<file path="src/rtl/core/assert_macros.svh">
// ----------------------------------------------------------------------------
// assert_macros.svh
// Shared concurrent assertion macros for the raster sampler RTL.
// ----------------------------------------------------------------------------
`ifndef ASSERT_MACROS_SVH
`define ASSERT_MACROS_SVH

// Property must hold at every clock edge outside reset.
`define ASSERT_CLK(label, clk, rst_n, prop, msg) \
    label: assert property (@(posedge clk) disable iff (!rst_n) prop) \
        else $error(msg);

// Condition must never be true outside reset.
`define ASSERT_NEVER(label, clk, rst_n, cond, msg) \
    label: assert property (@(posedge clk) disable iff (!rst_n) !(cond)) \
        else $error(msg);

`endif

</file>
<file path="src/rtl/core/rbs_pkg.sv">
// ----------------------------------------------------------------------------
// rbs_pkg
// Types and fixed constants shared by the raster bilinear sampler modules.
// ----------------------------------------------------------------------------
package rbs_pkg;

    localparam int VALUE_BITS  = 32;
    localparam int FRAC_BITS   = 16;
    localparam int COORD_BITS  = FRAC_BITS + 2;
    localparam int Q_BITS      = FRAC_BITS + 1;
    localparam int ACC_BITS    = 64;
    localparam int SAMPLE_BITS = 48;
    localparam int TOP_BITS    = 48;
    localparam int PADDR_BITS  = 4;
    localparam int PDATA_BITS  = 32;

    localparam logic [Q_BITS-1:0] ONE_Q = Q_BITS'(1) << FRAC_BITS;

    localparam logic [1:0] KIND_WRITE  = 2'd0;
    localparam logic [1:0] KIND_READ   = 2'd1;
    localparam logic [1:0] KIND_SAMPLE = 2'd2;

    localparam logic [1:0] CORNER_LAST = 2'd3;

    // blend sequence steps
    localparam logic [2:0] MAC_TOP0   = 3'd0;
    localparam logic [2:0] MAC_TOP1   = 3'd1;
    localparam logic [2:0] MAC_BOT0   = 3'd2;
    localparam logic [2:0] MAC_BOT1   = 3'd3;
    localparam logic [2:0] MAC_VTOP_L = 3'd4;
    localparam logic [2:0] MAC_VTOP_H = 3'd5;
    localparam logic [2:0] MAC_VBOT_L = 3'd6;
    localparam logic [2:0] MAC_VBOT_H = 3'd7;

    typedef struct packed {
        logic [7:0] width;
        logic [7:0] height;
        logic [2:0] chans;
    } rbs_cfg_t;

    typedef struct packed {
        logic       load;
        logic       clear_step;
        logic       scale;
        logic       corner_calc;
        logic       addr1;
        logic       addr2;
        logic       mem_wr;
        logic       mem_rd;
        logic       fetch;
        logic       mac_en;
        logic [2:0] mac_step;
        logic [1:0] corner;
        logic       result_load;
    } rbs_cmd_t;

    typedef struct packed {
        logic       clear_last;
        logic [1:0] kind;
        logic       ok;
        logic       out_busy;
    } rbs_status_t;

endpackage

</file>
<file path="src/rtl/core/rbs_regs.sv">
// ----------------------------------------------------------------------------
// rbs_regs
// APB configuration registers: raster width, raster height, channel count.
// ----------------------------------------------------------------------------
module rbs_regs
    import rbs_pkg::*;
(
    input  logic                  clk,
    input  logic                  rst_n,
    input  logic                  psel,
    input  logic                  penable,
    input  logic                  pwrite,
    input  logic [PADDR_BITS-1:0] paddr,
    input  logic [PDATA_BITS-1:0] pwdata,
    output logic [PDATA_BITS-1:0] prdata,
    output logic                  pready,
    output rbs_cfg_t              cfg
);

    localparam logic [1:0] REG_WIDTH  = 2'd0;
    localparam logic [1:0] REG_HEIGHT = 2'd1;
    localparam logic [1:0] REG_CHANS  = 2'd2;

    logic [7:0] width_reg;
    logic [7:0] height_reg;
    logic [2:0] chans_reg;
    logic       wr_en;

    assign pready = 1'b1;
    assign wr_en  = psel && penable && pwrite;

    always_ff @(posedge clk or negedge rst_n)
    begin
        if (!rst_n)
        begin
            width_reg  <= 8'd128;
            height_reg <= 8'd128;
            chans_reg  <= 3'd4;
        end
        else if (wr_en)
        begin
            case (paddr[3:2])
                REG_WIDTH:  width_reg  <= pwdata[7:0];
                REG_HEIGHT: height_reg <= pwdata[7:0];
                REG_CHANS:  chans_reg  <= pwdata[2:0];
                default:    ;
            endcase
        end
    end

    always_comb
    begin
        case (paddr[3:2])
            REG_WIDTH:  prdata = {24'd0, width_reg};
            REG_HEIGHT: prdata = {24'd0, height_reg};
            REG_CHANS:  prdata = {29'd0, chans_reg};
            default:    prdata = '0;
        endcase
    end

    assign cfg.width  = width_reg;
    assign cfg.height = height_reg;
    assign cfg.chans  = chans_reg;

endmodule

</file>
<file path="config.mk">
export PLATFORM = sky130hd
export DESIGN_NAME = rbs_regs
export DESIGN_NICKNAME = d
export VERILOG_FILES = /design/src/rtl/core/assert_macros.svh /design/src/rtl/core/rbs_pkg.sv /design/src/rtl/core/rbs_regs.sv
export SDC_FILE = /design/constraint.sdc
export NUM_CORES = 1
export LEC_CHECK = 0
export ABC_AREA = 1
export BUFFER_PORTS_ARGS = -buffer_cell sky130_fd_sc_hd__buf_4
export CAP_MARGIN = 20
export CORE_MARGIN = 4
export CORE_UTILIZATION = 42
export CTS_BUF_LIST = sky130_fd_sc_hd__clkbuf_2
export DETAILED_ROUTE_END_ITERATION = 12
export PLACE_DENSITY = 0.95
export SKIP_CTS_REPAIR_TIMING = 1
export SLEW_MARGIN = 20
export SYNTH_ARGS = -nofsm -noshare
export SYNTH_HDL_FRONTEND = slang
export SYNTH_SLANG_ARGS = --single-unit
</file>
<file path="constraint.sdc">
create_clock -name clk -period 1.1 [get_ports clk]
set_input_delay 0.165 -clock clk [delete_from_list [all_inputs] [get_ports clk]]
set_output_delay 0.165 -clock clk [all_outputs]
set_load 0.02 [all_outputs]
</file>
# Word-level counts from Yosys, hierarchy flattened
# Cells that the tools add are included.
[classes]
div = 0
bitwise_logic = 0
add_sub_neg = 0
reduce_logical = 6
n_shift = 0
eq_ne = 2
multipliers = 0
mux = 1
magnitude_cmp = 0
[op_table]
columns = ["operator", "n"]
rows = [
  ["$pmux W8 S3", 1],
  ["$reduce_and A2 Y1", 3],
  ["$eq A2 B1 Y1 const B", 1],
  ["$eq A2 B2 Y1 const B", 1],
  ["$logic_and A1 B1 Y1", 2],
  ["$logic_not A2 Y1", 1],
]
[totals]
in_bits = 41
n_memories = 0
ram_bits = 0
out_inout_bits = 52
register_bits = 19
mem_bits_ro = 0
latch_bits = 0
wordCells = 12

# Longest topological paths before layout
# Gate-level depths: netlist of run 1.
[depth]
ltp_word = 3
mapped_depth = 6
depth_no_buf = 6

# Least setup slack after synthesis of run 1
# Ideal clock, no wire load.
[synth_timing]
path_kind = "flip-flop to output port"
start = "reg width_reg[7]"
end = "out prdata[7]"
stages_incl_launch_ff = 3
setup_slack_ns = 0.120
path_buffers = 0
arrival_time_ns = 0.815
required_time_ns = 0.935
cell_sequence = "dfstp_2 > nand2_1 > nand2_1"
[synth_between]
elab_chain_len = 1
[synth_rtl]
columns = ["element", "line", "source"]
rows = [
  ["start: declaration", "rbs_regs.sv:24", "logic [7:0] width_reg;"],
  ["start signal: assignment", "rbs_regs.sv:43", "REG_WIDTH: width_reg <= pwdata[7:0];"],
  ["$pmux W8 S3", "rbs_regs.sv:53", "case (paddr[3:2])"],
  ["end: declaration", "rbs_regs.sv:15", "output logic [PDATA_BITS-1:0] prdata,"],
]
# Every way passes these cells.

# Final worst setup path of run 1
# Ends and elaborated chain as after synthesis.

==> impl_metrics.json, run 1 <==
{
  "hold_crit_depth": 3,
  "synth_area_leader_cell": "dfrtp_1",
  "clock_network_latency_to_the_later_pin_of_the_worst_skew_pair_ps": 300,
  "drive_above_1_share": 0.3798,
  "hold_wc_startpoint": "pwdata[7]",
  "synth_sequential_area_ratio": 0.4357,
  "clk_root_buffer_cell": "clkbuf_2",
  "critPathMaxFanout": 3,
  "synthesis.instances": 148,
  "synth-simple-area-share": 0.3697,
  "overflow": 0,
  "start_util": 0.4439,
  "routed_wire_length_per_instance_um": 12.13,
  "cts.htree.levels": 1,
  "setup_ws_ps": -197.3,
  "synth.area.mux_share": 0,
  "netlist_top_cells_area": "dfrtp_1, nand2_1, buf_4",
  "pwr-share-comb": 0.484,
  "syn_area_per_cell_um2": 7.431,
  "post-place-cells": 219,
  "netSwitchingFraction": 0.3811,
  "ant_nets": 0,
  "hold_viol_final": 0,
  "maxClockFrequency_ghz": 0.7708,
  "synth-main-ff-cell": "dfrtp_1",
  "async_flop_share": 1.000,
  "syn_to_final_growth_pct": 48.92,
  "place_hpwl_um": 1987,
  "placementRows": 18,
  "worstPathRequired_ps": 940,
  "failed_checks": "setup timing",
  "syn_area_um2": 1100,
  "synth_compound_gate_area_share": 0,
  "critical_path_data_arrival_time_ps": 1130,
  "track_usage": 0.1465,
  "count_of_inserted_antenna_diode_cells": 0,
  "period_minus_slack_ps": 1297,
  "synth-seq-cells": 19,
  "timing.hold.worst_endpoint": "width_reg[7]",
  "gp_routability_congestion": 0.8020,
  "drt_drc_violations_left": 0,
  "core_area_um2": 2477,
  "largest_net_degree_at_the_start_of_global_routing": 20,
  "power_leakage_uw": 0.0009580,
  "synth-adder-area-share": 0,
  "vias_per_cell": 4.420,
  "cts_tree": "done",
  "yosys_warnings": 0,
  "design.portCount": 93,
  "final_instance_count_excl_fillers": 238,
  "p_seq_frac": 0.396,
  "final.setup_skew_ps": 0,
  "yosys.cell_types.count": 14,
  "number_of_violations_of_the_max_capacitance_limit": 0,
  "setup.worst_path.start_class": "flip-flop",
  "cts_made_buffers": 3,
  "cts_buffer_depth": 2,
  "wl_um": 2886,
  "synth_commonest_cells": "nand2_1, buf_4, dfrtp_1",
  "ff2ff_setup_slack_ps": 320,
  "routed-via-count": 1052,
  "via_count_of_the_first_global_routing_pass": 906,
  "yosysTopAreaCellShare": 0.3641,
  "cp-end-kind": "output port",
  "synth_enable_flop_cells": 0,
  "clkPwrFrac": 0.120,
  "num-nets-final": 250,
  "dr.first_iter.drc_count": 24,
  "cts.clk_slew.worst_paths_ps": 180,
  "rr_endpoint": "height_reg[3]",
  "run_status": "finished, violations left",
  "rr_startpoint": "height_reg[3]",
  "buffer_ports.inserted": 41,
  "grt_setup_unrepaired": "true",
  "final_util": 0.6611,
  "cts.sink_count": 19,
  "die_y_um": 59.17,
  "final_min_period_over_clock_period": 1.179,
  "yosysMostFrequentCell": "nand2_1",
  "slew_violations": 0,
  "fin_hold_ws_ps": 58.54,
  "internal_power_uw": 1564,
  "grt_antenna_before_repair": 0,
  "power_switching_uw": 963.5,
  "synthXorXnorAreaFrac": 0,
  "die_width_um": 59.17,
  "drt_pass1_iterations": 4,
  "die_area_um2": 3501,
  "power_density_nw_per_um2": 1543,
  "tns_ps": -1589,
  "worst_min_delay_path_category": "input port to flip-flop",
  "main_combinational_cell_family_by_area_after_synthesis": "simple AND/OR/NAND/NOR gates",
  "worst-setup-path-type": "flip-flop to output port",
  "ir_drop_uv": 935.9,
  "finalSetupViolCount": 18,
  "grt_first_pass_wirelength_um": 3926,
  "r2r_cells": 3
}
[routing by layer]
layer	global-route usage	part of all wire
met1	0.1694	0.36
met2	0.2666	0.54
met3	0.01743	0.074
met4	0.06796	0.027
met5	0	0
[logic make-up (layout without fill, tap and decap cells)]
| logic type | after synthesis | after routing |
|---|---|---|
| other cells | 2 | 25 |
| simple gates | 97 | 97 |
| buf+inv | 30 | 67 |
| flops | 19 | 19 |
[power groups by stage]
stage,sequential [uW],combinational [uW],clock (uW)
finish,1000,1220,304
global route,1020,1300,354
CTS,974,889,316
detailed placement,987,885,0
global placement,982,868,0
floorplan,1150,371,0
[per-stage QoR]
stage	power [uW]	area [um^2]	setup slack (ps)
2_1_floorplan	1521	1186	120.2
3_3_place_gp	1850	1359	88.13
3_5_place_dp	1872	1359	75.64
4_1_cts	2179	1379	-218.9
5_1_grt	2674	1638	-274.5
6_report	2528	1638	-197.3
[cells in the final DEF (no fill, tap or decap), drive strengths merged]
master	count
dfstp	3
dlygate4sd3	1
nor2	5
conb	25
nand3	4
clkbuf	4
inv	5
nand2	88
buf	57
dfrtp	16
[worst max-delay path, cell delays in order (launching register included)]
cell and delay, ps:
dfstp_2 590, nand2_1 50, nand2_1 80, buf_6 120
[cell type report]
| type | count | area, um^2 |
|---|---|---|
| fillers | 204 | 839.6 |
| clock buffers | 4 | 20.02 |
| multi-input cells | 122 | 520.5 |
| repair buffers | 58 | 561.8 |
| well taps | 30 | 37.54 |
| flip-flops and latches | 19 | 479.2 |
| inverters | 5 | 18.77 |
[how the worst max path moves through the flow]
stage / slack, ps / startpoint / endpoint / depth (start not counted)
after floorplan: 120 / width_reg[7] / prdata[7] / 2
after global placement: 90 / paddr[3] / prdata[0] / 7
after detailed placement: 80 / paddr[3] / prdata[0] / 7
after CTS: -220 / chans_reg[2] / prdata[2] / 3
after global routing: -270 / height_reg[7] / prdata[7] / 3
final: -200 / width_reg[7] / prdata[7] / 3
(Power assumes the default switching activity.)
==> inputs of run 2 (changes only) <==
--- a/config.mk
+++ b/config.mk
@@ -8,8 +8,10 @@
 export ABC_AREA = 1
 export BUFFER_PORTS_ARGS = -buffer_cell sky130_fd_sc_hd__buf_4
 export CAP_MARGIN = 20
+export CELL_PAD_IN_SITES_DETAIL_PLACEMENT = 0
+export CELL_PAD_IN_SITES_GLOBAL_PLACEMENT = 1
 export CORE_MARGIN = 4
-export CORE_UTILIZATION = 42
+export CORE_UTILIZATION = 27
 export CTS_BUF_LIST = sky130_fd_sc_hd__clkbuf_2
 export DETAILED_ROUTE_END_ITERATION = 12
 export PLACE_DENSITY = 0.95
==> impl_metrics.json, run 2 (synthesized netlist as in run 1, its figures left out) <==
{
  "run_status": "finished, violations left",
  "failed_checks": "setup timing",
  "ir_drop_uv": 643.1,
  "routed-via-count": 1003,
  "via_count_of_the_first_global_routing_pass": 946,
  "dpl_cell_area_um2": 1394,
  "critical_path.most_common_cell": "nand2_1",
  "slew_violations": 0,
  "crit_buf_inv": 1,
  "maxClockFrequency_ghz": 0.7734,
  "core_area_um2": 3799,
  "final_instance_count_excl_fillers": 252,
  "timing.critical_path.slowest_stage_cell": "dfstp_2",
  "grt_setup_unrepaired": "true",
  "worstPathRequired_ps": 940,
  "drt_drc_violations_left": 0,
  "wl_um": 2873,
  "setup.worst_path.start_class": "flip-flop",
  "fill_cells": 417,
  "die_area_um2": 5158,
  "final.setup_skew_ps": 0,
  "met1_length_um": 1138,
  "cts_buffer_depth": 2,
  "power_leakage_uw": 0.0009410,
  "buffer_ports.inserted": 41,
  "grt_antenna_before_repair": 0,
  "post-place-cells": 237,
  "worstPathCellList": "nand2_1 > nand2_1 > buf_6",
  "place_hpwl_um": 2148,
  "routed_wire_length_per_instance_um": 11.40,
  "power_density_nw_per_um2": 1505,
  "slowest_cell_delay_on_critical_path_ps": 590,
  "fin_hold_ws_ps": 53.99,
  "largest_net_degree_at_the_start_of_global_routing": 20,
  "placementRows": 22,
  "setup_ws_ps": -193.0,
  "dr.first_iter.drc_count": 14,
  "cp-end-kind": "output port",
  "cts.htree.levels": 1,
  "cts_tree": "done",
  "critical_path.top_delay_family": "flip-flops",
  "ant_nets": 0,
  "layout_common_cells": "nand2_1, buf_6, conb_1, buf_4, dfrtp_1",
  "syn_to_final_growth_pct": 48.46,
  "grt_first_pass_wirelength_um": 4409,
  "vias_per_cell": 3.980,
  "clock_network_latency_to_the_later_pin_of_the_worst_skew_pair_ps": 300,
  "count_of_inserted_antenna_diode_cells": 0,
  "num-nets-final": 246,
  "start_util": 0.2895,
  "finish.instance_area_um2": 1633,
  "critPathMaxFanout": 3,
  "highest-signal-layer": "met4",
  "drt_pass1_iterations": 4,
  "layout.cells.most_common": "nand2_1",
  "hold_viol_final": 0,
  "finalSetupViolCount": 17,
  "worst_min_delay_path_category": "input port to flip-flop",
  "gp_routability_congestion": 0.7953,
  "clk_root_buffer_cell": "clkbuf_2",
  "critical_path_data_arrival_time_ps": 1130,
  "die_width_um": 71.82,
  "met3WireLength_um": 174,
  "pre_cts_slack_ps": 60.85,
  "die_y_um": 71.82,
  "cts.sink_count": 19,
  "final_min_period_over_clock_period": 1.175,
  "period_minus_slack_ps": 1293,
  "met2_wirelength_um": 1516,
  "track_usage": 0.1087,
  "overflow": 0,
  "cts.clk_slew.worst_paths_ps": 170,
  "drive_above_1_share": 0.3627,
  "cts_made_buffers": 3,
  "worst-setup-path-type": "flip-flop to output port",
  "number_of_violations_of_the_max_capacitance_limit": 0,
  "design.portCount": 93
}
## run 2: worst min-delay path, cell delays in order
cell,delay (ps)
buf_4,110
nand2_1,50
nand2_1,50
## run 2: area by class of cell
class                   count  area, um^2  share of cell area
clock buffers               4       20.02             0.01226
inverters                   5       18.77             0.01149
multi-input cells         122       518.0              0.3172
flip-flops and latches     19       479.2              0.2935
well taps                  48       60.06             0.03678
repair buffers             54       536.8              0.3287
## run 2: metal layers
metal | global-route usage | vias up
li1 | - | 508
met1 | 0.1198 | 460
met2 | 0.1980 | 31
met3 | 0.02244 | 4
met4 | 0.05010 | 0
met5 | 0 | -
## run 2: report_power, final
part	internal, uW	switching [uW]
Clock	96.3	206
Combinational	570	594
Sequential	857	134
Total	1520	934
## run 2: final timing paths
kind                       slack (ps)  cells after the start           from             to
max                              -190                      3  height_reg[7]      prdata[7]
min                                50                      3      pwdata[7]  height_reg[7]
max reg2reg                       340                      3  height_reg[0]  height_reg[0]
min reg2reg                       490                      2   chans_reg[2]   chans_reg[2]
max in group asynchronous         580                      2          rst_n   chans_reg[2]
min in group asynchronous         260                      2          rst_n   width_reg[5]
## run 2: metrics by stage
stage / util / setup TNS (ps) / total power, uW
after floorplan: - / 0 / 1521
after global placement: 0.3669 / 0 / 1867
after detailed placement: 0.3669 / 0 / 1887
after CTS: 0.3722 / -1475 / 2197
after global routing: 0.4298 / -3185 / 2630
final: 0.4298 / -1449 / 2457
