--- config.mk ---
export PLATFORM = sky130hd
export DESIGN_NAME = rbs_ctrl
export DESIGN_NICKNAME = d
export VERILOG_FILES = /design/src/rtl/core/rbs_pkg.sv /design/src/rtl/core/rbs_ctrl.sv
export VERILOG_INCLUDE_DIRS = /design/src /design/src/rtl/core
export SDC_FILE = /design/constraint.sdc
export NUM_CORES = 1
export LEC_CHECK = 0
export BUFFER_PORTS_ARGS = -buffer_cell sky130_fd_sc_hd__buf_4
export CORE_AREA = 2 2 54 56
export CTS_CLUSTER_DIAMETER = 100
export DETAILED_ROUTE_END_ITERATION = 12
export DIE_AREA = 0 0 56 58
export PLACE_DENSITY = 0.67
export SLEW_MARGIN = 20
export SYNTH_ARGS = -nofsm -noshare
export SYNTH_HDL_FRONTEND = slang
export SYNTH_SLANG_ARGS = --single-unit
--- constraint.sdc ---
create_clock -name clk -period 3.5 [get_ports clk]
set_input_delay 0.35 -clock clk [delete_from_list [all_inputs] [get_ports clk]]
set_output_delay 0.35 -clock clk [all_outputs]
set_load 0.01 [all_outputs]
--- src/rtl/core/assert_macros.svh ---
// ----------------------------------------------------------------------------
// assert_macros.svh
// Shared concurrent assertion macros for the raster sampler RTL.
// ----------------------------------------------------------------------------
`ifndef ASSERT_MACROS_SVH
`define ASSERT_MACROS_SVH

// Property must hold at every clock edge outside reset.
`define ASSERT_CLK(label, clk, rst_n, prop, msg) \
    label: assert property (@(posedge clk) disable iff (!rst_n) prop) \
        else $error(msg);

// Condition must never be true outside reset.
`define ASSERT_NEVER(label, clk, rst_n, cond, msg) \
    label: assert property (@(posedge clk) disable iff (!rst_n) !(cond)) \
        else $error(msg);

`endif

--- src/rtl/core/rbs_pkg.sv ---
// ----------------------------------------------------------------------------
// rbs_pkg
// Types and fixed constants shared by the raster bilinear sampler modules.
// ----------------------------------------------------------------------------
package rbs_pkg;

    localparam int VALUE_BITS  = 32;
    localparam int FRAC_BITS   = 16;
    localparam int COORD_BITS  = FRAC_BITS + 2;
    localparam int Q_BITS      = FRAC_BITS + 1;
    localparam int ACC_BITS    = 64;
    localparam int SAMPLE_BITS = 48;
    localparam int TOP_BITS    = 48;
    localparam int PADDR_BITS  = 4;
    localparam int PDATA_BITS  = 32;

    localparam logic [Q_BITS-1:0] ONE_Q = Q_BITS'(1) << FRAC_BITS;

    localparam logic [1:0] KIND_WRITE  = 2'd0;
    localparam logic [1:0] KIND_READ   = 2'd1;
    localparam logic [1:0] KIND_SAMPLE = 2'd2;

    localparam logic [1:0] CORNER_LAST = 2'd3;

    // blend sequence steps
    localparam logic [2:0] MAC_TOP0   = 3'd0;
    localparam logic [2:0] MAC_TOP1   = 3'd1;
    localparam logic [2:0] MAC_BOT0   = 3'd2;
    localparam logic [2:0] MAC_BOT1   = 3'd3;
    localparam logic [2:0] MAC_VTOP_L = 3'd4;
    localparam logic [2:0] MAC_VTOP_H = 3'd5;
    localparam logic [2:0] MAC_VBOT_L = 3'd6;
    localparam logic [2:0] MAC_VBOT_H = 3'd7;

    typedef struct packed {
        logic [7:0] width;
        logic [7:0] height;
        logic [2:0] chans;
    } rbs_cfg_t;

    typedef struct packed {
        logic       load;
        logic       clear_step;
        logic       scale;
        logic       corner_calc;
        logic       addr1;
        logic       addr2;
        logic       mem_wr;
        logic       mem_rd;
        logic       fetch;
        logic       mac_en;
        logic [2:0] mac_step;
        logic [1:0] corner;
        logic       result_load;
    } rbs_cmd_t;

    typedef struct packed {
        logic       clear_last;
        logic [1:0] kind;
        logic       ok;
        logic       out_busy;
    } rbs_status_t;

endpackage

--- src/rtl/core/rbs_ctrl.sv ---
// ----------------------------------------------------------------------------
// rbs_ctrl
// Sequencer: memory clear after reset, address steps, corner fetches, blend.
// ----------------------------------------------------------------------------
`include "assert_macros.svh"

module rbs_ctrl
    import rbs_pkg::*;
(
    input  logic        clk,
    input  logic        rst_n,
    input  logic        in_valid,
    output logic        in_stall,
    input  rbs_status_t status,
    output rbs_cmd_t    cmd
);

    typedef enum logic [10:0] {
        ST_CLEAR    = 11'b00000000001,
        ST_IDLE     = 11'b00000000010,
        ST_DISPATCH = 11'b00000000100,
        ST_SCALE    = 11'b00000001000,
        ST_CORNER   = 11'b00000010000,
        ST_ADDR1    = 11'b00000100000,
        ST_ADDR2    = 11'b00001000000,
        ST_MEM      = 11'b00010000000,
        ST_FETCH    = 11'b00100000000,
        ST_MAC      = 11'b01000000000,
        ST_DONE     = 11'b10000000000
    } state_t;

    state_t     state_reg;
    state_t     state_next;
    logic [1:0] corner_reg;
    logic [1:0] corner_next;
    logic [2:0] step_reg;
    logic [2:0] step_next;

    always_ff @(posedge clk or negedge rst_n)
    begin
        if (!rst_n)
        begin
            state_reg  <= ST_CLEAR;
            corner_reg <= '0;
            step_reg   <= '0;
        end
        else
        begin
            state_reg  <= state_next;
            corner_reg <= corner_next;
            step_reg   <= step_next;
        end
    end

    assign in_stall = (state_reg != ST_IDLE);

    always_comb
    begin
        state_next  = state_reg;
        corner_next = corner_reg;
        step_next   = step_reg;
        cmd         = '0;
        cmd.corner   = corner_reg;
        cmd.mac_step = step_reg;
        case (state_reg)
            ST_CLEAR:
            begin
                cmd.clear_step = 1'b1;
                if (status.clear_last)
                begin
                    state_next = ST_IDLE;
                end
            end
            ST_IDLE:
            begin
                if (in_valid)
                begin
                    cmd.load   = 1'b1;
                    state_next = ST_DISPATCH;
                end
            end
            ST_DISPATCH:
            begin
                corner_next = '0;
                step_next   = MAC_TOP0;
                if (!status.ok)
                begin
                    state_next = ST_DONE;
                end
                else
                begin
                    case (status.kind)
                        KIND_WRITE:  state_next = ST_ADDR1;
                        KIND_READ:   state_next = ST_ADDR1;
                        KIND_SAMPLE: state_next = ST_SCALE;
                        default:     state_next = ST_DONE;
                    endcase
                end
            end
            ST_SCALE:
            begin
                cmd.scale  = 1'b1;
                state_next = ST_CORNER;
            end
            ST_CORNER:
            begin
                cmd.corner_calc = 1'b1;
                state_next      = ST_ADDR1;
            end
            ST_ADDR1:
            begin
                cmd.addr1  = 1'b1;
                state_next = ST_ADDR2;
            end
            ST_ADDR2:
            begin
                cmd.addr2  = 1'b1;
                state_next = ST_MEM;
            end
            ST_MEM:
            begin
                if (status.kind == KIND_WRITE)
                begin
                    cmd.mem_wr = 1'b1;
                    state_next = ST_DONE;
                end
                else
                begin
                    cmd.mem_rd = 1'b1;
                    state_next = (status.kind == KIND_READ) ? ST_DONE : ST_FETCH;
                end
            end
            ST_FETCH:
            begin
                cmd.fetch = 1'b1;
                if (corner_reg == CORNER_LAST)
                begin
                    state_next = ST_MAC;
                end
                else
                begin
                    corner_next = corner_reg + 2'd1;
                    state_next  = ST_ADDR1;
                end
            end
            ST_MAC:
            begin
                cmd.mac_en = 1'b1;
                step_next  = step_reg + 3'd1;
                if (step_reg == MAC_VBOT_H)
                begin
                    state_next = ST_DONE;
                end
            end
            ST_DONE:
            begin
                if (!status.out_busy)
                begin
                    cmd.result_load = 1'b1;
                    state_next      = ST_IDLE;
                end
            end
            default:
            begin
                state_next = ST_IDLE;
            end
        endcase
    end

    `ASSERT_CLK(a_accept_dispatch, clk, rst_n,
        (state_reg == ST_IDLE && in_valid) |=> (state_reg == ST_DISPATCH),
        "accepted transaction did not reach dispatch")
    `ASSERT_CLK(a_blend_after_corners, clk, rst_n,
        (state_reg == ST_FETCH && corner_reg == CORNER_LAST) |=>
            (state_reg == ST_MAC && step_reg == MAC_TOP0),
        "blend did not start at first step after last corner")

endmodule

---- Word level (Yosys, flattened, before mapping) ----
Cells that the tools add are included.
word-level totals
  flip-flop bits (word level) ............. 16
  input bits .............................. 8
  output and inout bits ................... 17
  logic and storage cells ................. 59
operators by class
  add/subtract/negate cells ............... 2
  equality and inequality tests ........... 21
  muxes and demuxes ....................... 27
  reductions and logical operators ........ 6
operators by type and width
  operator                                                                  count
  11-bit one-hot mux with 11 select lines                                   1
  11-bit two-way mux                                                        7
  11-bit one-hot mux with 2 select lines                                    1
  1-bit two-way mux                                                         13
  11-bit by 1-bit == test with 1-bit output, second input constant          1
  11-bit by 10-bit == test with 1-bit output, second input constant         1
  11-bit == test, second input constant                                     1
  11-bit by 2-bit == test with 1-bit output, second input constant          1
  11-bit by 3-bit == test with 1-bit output, second input constant          1
  11-bit by 4-bit == test with 1-bit output, second input constant          1
  11-bit by 5-bit == test with 1-bit output, second input constant          1
  11-bit by 6-bit == test with 1-bit output, second input constant          1
  11-bit by 7-bit == test with 1-bit output, second input constant          1
  11-bit by 8-bit == test with 1-bit output, second input constant          1
  11-bit by 9-bit == test with 1-bit output, second input constant          1
  11-bit by 2-bit inequality test with 1-bit output, second input constant  1
  10-bit two-way mux                                                        1
  2-bit inequality test, second input constant                              5
  3-bit one-hot mux with 2 select lines                                     1
  2-bit == test, second input constant                                      2
  2-bit two-way mux                                                         2
  2-bit one-hot mux with 2 select lines                                     1
  4-bit AND reduction                                                       1
  2-bit nonzero test                                                        2
  other kinds (7)                                                           7

---- Logic depth before layout (Yosys ltp) ----
Gate-level depths: netlist (run 1).
  depth in word-level cells ............... 5
  gate-level depth with buffers ........... 8
  mapped depth without buffers ............ 7

---- Least setup slack after synthesis (run 1) ----
OpenSTA, ideal clock, no wires.
  path type ............................... flip-flop to output port
  start ................................... reg state_reg[4]
  end ..................................... out cmd[15] (netlist name)
  arrival ................................. 1716 ps
  data required time ...................... 3150 ps
  setup slack ............................. 1434 ps
  cell stages (with the launch flop) ...... 6
  buffers on the path ..................... 1
  cell sequence ........................... dfrtp_1 -> or4_4 -> buf_6 -> nor4_2 -> nand3b_1 -> nor2_1
RTL lines
  what                    RTL line        source
  from (decl)             rbs_ctrl.sv:32  state_t state_reg;
  from (signal assigned)  rbs_ctrl.sv:49  state_reg <= state_next;
  to (decl)               rbs_ctrl.sv:15  output rbs_cmd_t cmd

==> flow_summary.ini, run 1 <==
[route]
vias = 866
drcViolationCount = 0
ant_nets = 0
routedWlPerCell_um = 12.66
routed_wirelength_mm = 2.064
dr.pass1.iters = 4
vias_per_cell = 5.313
drtIter0Drc = 6

[timing]
fin_crit_sh = 0.7071
setup_slack_ns = 1.025
worst_slew_pin_slew_ns = 0.4661
slew_headroom = 0.6849
post-route-min-period_ns = 2.475
skew_ns = 0.002510
rsz0062_at_grt = no
hold_violations = 0
max_freq_ghz = 0.4041
drv_slew = 0
finalSetupTns_ns = 0
setup_viol = 0

[clock_network]
cts.clk_slew.worst_paths_ns = 0.10
cts-root-buf = clkbuf_4
clockBufferDepth = 2
cts_tree = yes
numCtsBuffers = 3
clock_latency_ns = 0.29
cts_setup_buffers = 0
post_cts_resized = 0
cts_sinks = 16
cts_max_level = 1

[die]
die_h_um = 58
io_pins = 25
fp-row-count = 19
die_area_sq_um = 3248
initial_core_util = 0.3783
core_area_sq_um = 2663
die_w_um = 56

[synth]
yosysWarnings = 0
synth_top_cell_by_area = dfrtp_1
synth_common_cells = nor2_1, dfrtp_1, nand2_1, inv_1
synth_fp_nets = 117
synth_most_common_cell = nor2_1
syn-cell-area_sq_um = 1007
syn-mean-instance-area_sq_um = 9.502
synth_seq_cells = 16
synth_cell_types = 41
async_reset_ff_frac = 1.000
synth_seq_area_share = 0.3988
syn_inst = 106
synth-edff-count = 0
yosys.area.top_type_share = 0.3727
yosys-top-cells-area = dfrtp_1, nor2_1, and4b_1
ys.flop_type = dfrtp_1

[critical_path]
r2r-start = state_reg[3]$_DFFE_PN0P_
reg2reg_to = step_reg[2]$_DFFE_PN0P_
cp.required_ns = 3.15
cp_max_fo = 8
startpoint_type = flip-flop
crit_type = flip-flop to output port
cp-startpoint = state_reg[3]$_DFFE_PN0P_
arrival_ns = 2.12
r2r_cells = 6
cp-endpoint = cmd[9]
rrSetupSlack_ns = 1.59
endpoint_kind = output port

[finish]
layout-drive-gt1-share = 0.3030
largest_register_ffs = 11
syn_to_final_growth_pct = 23.60
nNetsFinal = 144
insertedDiodeCount = 0

[power]
combPwrFrac = 0.407
clkPwrFrac = 0.206
seq_power_share = 0.387
power_density_nw_per_um2 = 480.7
p_int_uw = 373.1
swShare = 0.3765
power_switching_uw = 225.3
p_leak_nw = 0.6233
ir_worst_vdd_mv = 0.2271

[global_routing]
grt_start_max_net_pins = 17
overflow = 0
grt_usage = 0.1393
antenna_found_initial = 0
grt_pass1_wl_mm = 3.553
first_global_vias = 788

[outcome]
status = finished clean

[worst_hold_path]
min-delay-path-class = input pin to flip-flop

[place]
dpl_worst_slack_ns = 1.343
hpwl_mm = 1.667
portBuffers = 24
gp_congestion = 0.7824

[flow_run]
cap_violations = 0
kinds of logic after synthesis:
kind of cell             Yosys count  share of synthesized area
AND/OR/NAND/NOR                   56                     0.3491
buffers and inverters             11                    0.05714
flip-flops                        16                     0.3988
XOR/XNOR                           2                    0.01739
adder cells (fa/ha/maj)            3                    0.03727
AO/OA/AOI/OAI                     18                     0.1404
worst max-delay path, cell delays in order (launching register included):
cell and delay [ns]:
dfrtp_1 0.48, or4_4 0.62, nor2_2 0.19, nand4b_1 0.20, nor3_1 0.19, buf_4 0.15
worst min-delay path by stage:
stage                         start                        end  slack (ns)  cells after the start
after floorplan               rst_n  corner_reg[0]$_DFFE_PN0P_        0.05                      0
after global placement        rst_n   state_reg[6]$_DFFE_PN0P_        0.22                      1
after detailed placement      rst_n   state_reg[7]$_DFFE_PN0P_        0.23                      1
after CTS                 status[4]   state_reg[0]$_DFFE_PN1P_        0.17                      2
after global routing      status[4]   state_reg[0]$_DFFE_PN1P_        0.16                      2
final                     status[4]   state_reg[0]$_DFFE_PN1P_        0.18                      2
layout by cell type, fill, tap and decap left out, types with 2 or more instances in the layout:
master,instances
and4b_1,4
o21ai_0,2
o21ai_1,3
a22o_1,2
or4_4,2
inv_1,7
ha_1,3
clkbuf_4,3
nand2_1,8
nand2b_1,3
nor2_1,16
dfrtp_1,15
nand3_1,3
nor4_2,2
o2bb2ai_1,2
and2_1,2
buf_4,24
o21a_1,2
nor3_1,4
nor4b_1,2
per-layer routing:
layer  vias up  wire length [um]  part of all wire  GRT usage
li1        434                 -                 -          -
met1       407               980              0.47     0.1944
met2        20               983              0.48     0.2218
met3         5                71             0.034    0.02009
met4         0                29             0.014    0.05102
met5         -                 0                 0          0
metrics by stage:
stage               area, sq um  utilization  hold WS, ns  cells  total power [mW]
finish                     1245       0.4676       0.1832    163            0.5984
floorplan                  1007            -      0.05441    106            0.4159
global placement           1199       0.4502       0.2244    158            0.4755
global route               1245       0.4676       0.1615    163            0.6471
CTS                        1245       0.4676       0.1743    163            0.6060
detailed placement         1199       0.4502       0.2280    158            0.4800
power groups by stage:
stage / Combinational, mW / Sequential (mW) / Clock (mW)
after floorplan: 0.196 / 0.219 / 0
after global placement: 0.242 / 0.233 / 0
after detailed placement: 0.245 / 0.235 / 0
after CTS: 0.246 / 0.231 / 0.129
after global routing: 0.270 / 0.237 / 0.140
final: 0.244 / 0.231 / 0.124
cell type report:
cell class                      instances  area (sq um)
Clock buffer                            4         36.28
Tap cell                               31         38.79
Fill cell                             269          1418
Timing Repair Buffer                   25         190.2
Inverter                                8         30.03
Sequential cell                        16         401.6
Multi-Input combinational cell         79         548.0
timing repair:
item | CTS | global route
endpoints found under the hold margin | 15 | 0
endpoints found under the setup margin | 0 | 0
hold buffers | 1 | 0
(Power assumes the default switching activity.)
==> run 2, diff against run 1 <==
--- a/config.mk
+++ b/config.mk
@@ -11,7 +11,7 @@
 export CTS_CLUSTER_DIAMETER = 100
 export DETAILED_ROUTE_END_ITERATION = 12
 export DIE_AREA = 0 0 56 58
-export PLACE_DENSITY = 0.67
+export PLACE_DENSITY = 0.69
 export SLEW_MARGIN = 20
 export SYNTH_ARGS = -nofsm -noshare
 export SYNTH_HDL_FRONTEND = slang
==> constraint.sdc (replaced) <==
create_clock -name clk -period 2.2 [get_ports clk]
set_input_delay 0.22 -clock clk [delete_from_list [all_inputs] [get_ports clk]]
set_output_delay 0.22 -clock clk [all_outputs]
set_load 0.01 [all_outputs]
==> run 2 against run 1 <==
Against the previous run:
- clock skew up 0.0087 ns
- critical path type unchanged
- sequential share of layout area down 3.1 points
- critical path depth unchanged
- combinational power up 150%
- die area unchanged
- count of clock-buffer cells in the layout unchanged
- first-iteration DRC count rose to 2.7 times the previous value
- cell area up 11%
- total power up 93%
- global-route usage up 1.9 points
- clock power up 61%
==> flow_summary.ini, run 2 (synthesized netlist as in run 1, its figures left out) <==
[global_routing]
grt_start_max_net_pins = 17
first_global_vias = 919
grt_pass1_wl_mm = 4.043
antenna_found_initial = 0
overflow = 0
grt_usage = 0.1582

[critical_path]
rrSetupSlack_ns = 0.10
arrival_ns = 1.98
crit_type = flip-flop to output port
cp.required_ns = 1.98
reg2reg_to = corner_reg[0]$_DFFE_PN0P_
startpoint_type = flip-flop
cp_max_fo = 5
endpoint_kind = output port
r2r-start = state_reg[6]$_DFFE_PN0P_
r2r_cells = 7

[place]
portBuffers = 24
gp_congestion = 0.8514
postPlaceCellArea_sq_um = 1214
dpl_worst_slack_ns = 0.2299
hpwl_mm = 1.684

[timing]
setup_viol = 0
skew_ns = 0.01117
drv_slew = 0
slew_headroom = 0.7010
hold_violations = 0
rsz0062_at_grt = yes
max_freq_ghz = 0.4548
whs_ns = 0.05324
fin_crit_sh = 0.9995
setup_slack_ns = 0.001136
worst_slew_pin_slew_ns = 0.4423
post-route-min-period_ns = 2.199

[finish]
stdcell_area_sq_um = 1386
largest_register_ffs = 11
fillers = 252
syn_to_final_growth_pct = 37.64
layout_commonest_cell = buf_4
final_cell_mix = buf_4, nor2_1, dfrtp_1
post-route-util = 0.5207
insertedDiodeCount = 0
nNetsFinal = 158
layout-drive-gt1-share = 0.3973

[flow_run]
cap_violations = 0

[die]
die_w_um = 56
die_area_sq_um = 3248
core_area_sq_um = 2663
io_pins = 25
fp-row-count = 19
initial_core_util = 0.3783
die_h_um = 58

[worst_hold_path]
min-delay-path-class = input pin to flip-flop
worstHoldStart = status[4]
whs_path_depth = 2
worstHoldEndpoint = state_reg[0]$_DFFE_PN1P_

[clock_network]
clockBufferDepth = 2
cts_tree = yes
clock_latency_ns = 0.29
cts_sinks = 16
cts_max_level = 1
cts.clk_slew.worst_paths_ns = 0.11
cts-root-buf = clkbuf_4
numCtsBuffers = 3

[power]
power_density_nw_per_um2 = 832.5
ir_worst_vdd_mv = 0.5539
power_mw = 1.154
p_leak_nw = 0.6937

[route]
drtIter0Drc = 16
drcViolationCount = 0
ant_nets = 0
routed_wirelength_mm = 2.358
vias = 941
routedWlPerCell_um = 13.32
vias_per_cell = 5.316
dr.pass1.iters = 4

[outcome]
status = finished clean
[run 2: critical path, cell delays in order, from the launching register on]
cell and delay (ns):
dfrtp_2 0.41, or4_4 0.60, nor4_4 0.28, nand3b_1 0.16, nor2_1 0.11, buf_4 0.12
[run 2: timing repair]
action                                  4_1_cts  5_1_grt
endpoints found under the setup margin        4        6
hold endpoints to repair                     15        0
pin swaps                                     2        3
buffers inserted                              5        7
hold buffers                                  1        0
resized for setup                             4        4
[run 2: routing by layer]
| metal | vias up | share of wire | global-route usage |
|---|---|---|---|
| met5 | - | 0 | 0 |
| met4 | 0 | 0.019 | 0.06122 |
| met3 | 6 | 0.037 | 0.03125 |
| met2 | 23 | 0.51 | 0.2857 |
| met1 | 448 | 0.44 | 0.1858 |
| li1 | 464 | - | - |
[run 2: worst max-delay path by stage]
stage                              from      end  slack (ns)  cells after the start
3_3_place_gp   state_reg[4]$_DFFE_PN0P_  cmd[15]        0.30                      5
2_1_floorplan  state_reg[4]$_DFFE_PN0P_  cmd[15]        0.26                      5
6_report       state_reg[6]$_DFFE_PN0P_  cmd[15]       0.001                      5
5_1_grt        state_reg[6]$_DFFE_PN0P_  cmd[15]       -0.15                      5
4_1_cts        state_reg[6]$_DFFE_PN0P_  cmd[15]      -0.001                      5
3_5_place_dp   state_reg[1]$_DFFE_PN0P_   cmd[9]        0.23                      5
[run 2: layout make-up]
class	instances	area (sq um)	area share
clock buffer	4	36.28	0.02617
inverter	8	32.53	0.02347
multi-input combinational	79	579.3	0.4179
tap	31	38.79	0.02798
sequential	16	404.1	0.2915
timing repair buffer	39	295.3	0.2130
[run 2: stage by stage]
step	TNS, ns	instances
after global routing	-0.6305	177
after global placement	0	160
after CTS	-0.001233	170
after floorplan	0	106
after detailed placement	0	160
final	0	177
[run 2: where the power goes]
part / switching (mW) / internal [mW]
registers: 0.0278 / 0.322
clock network: 0.0993 / 0.101
logic: 0.297 / 0.307
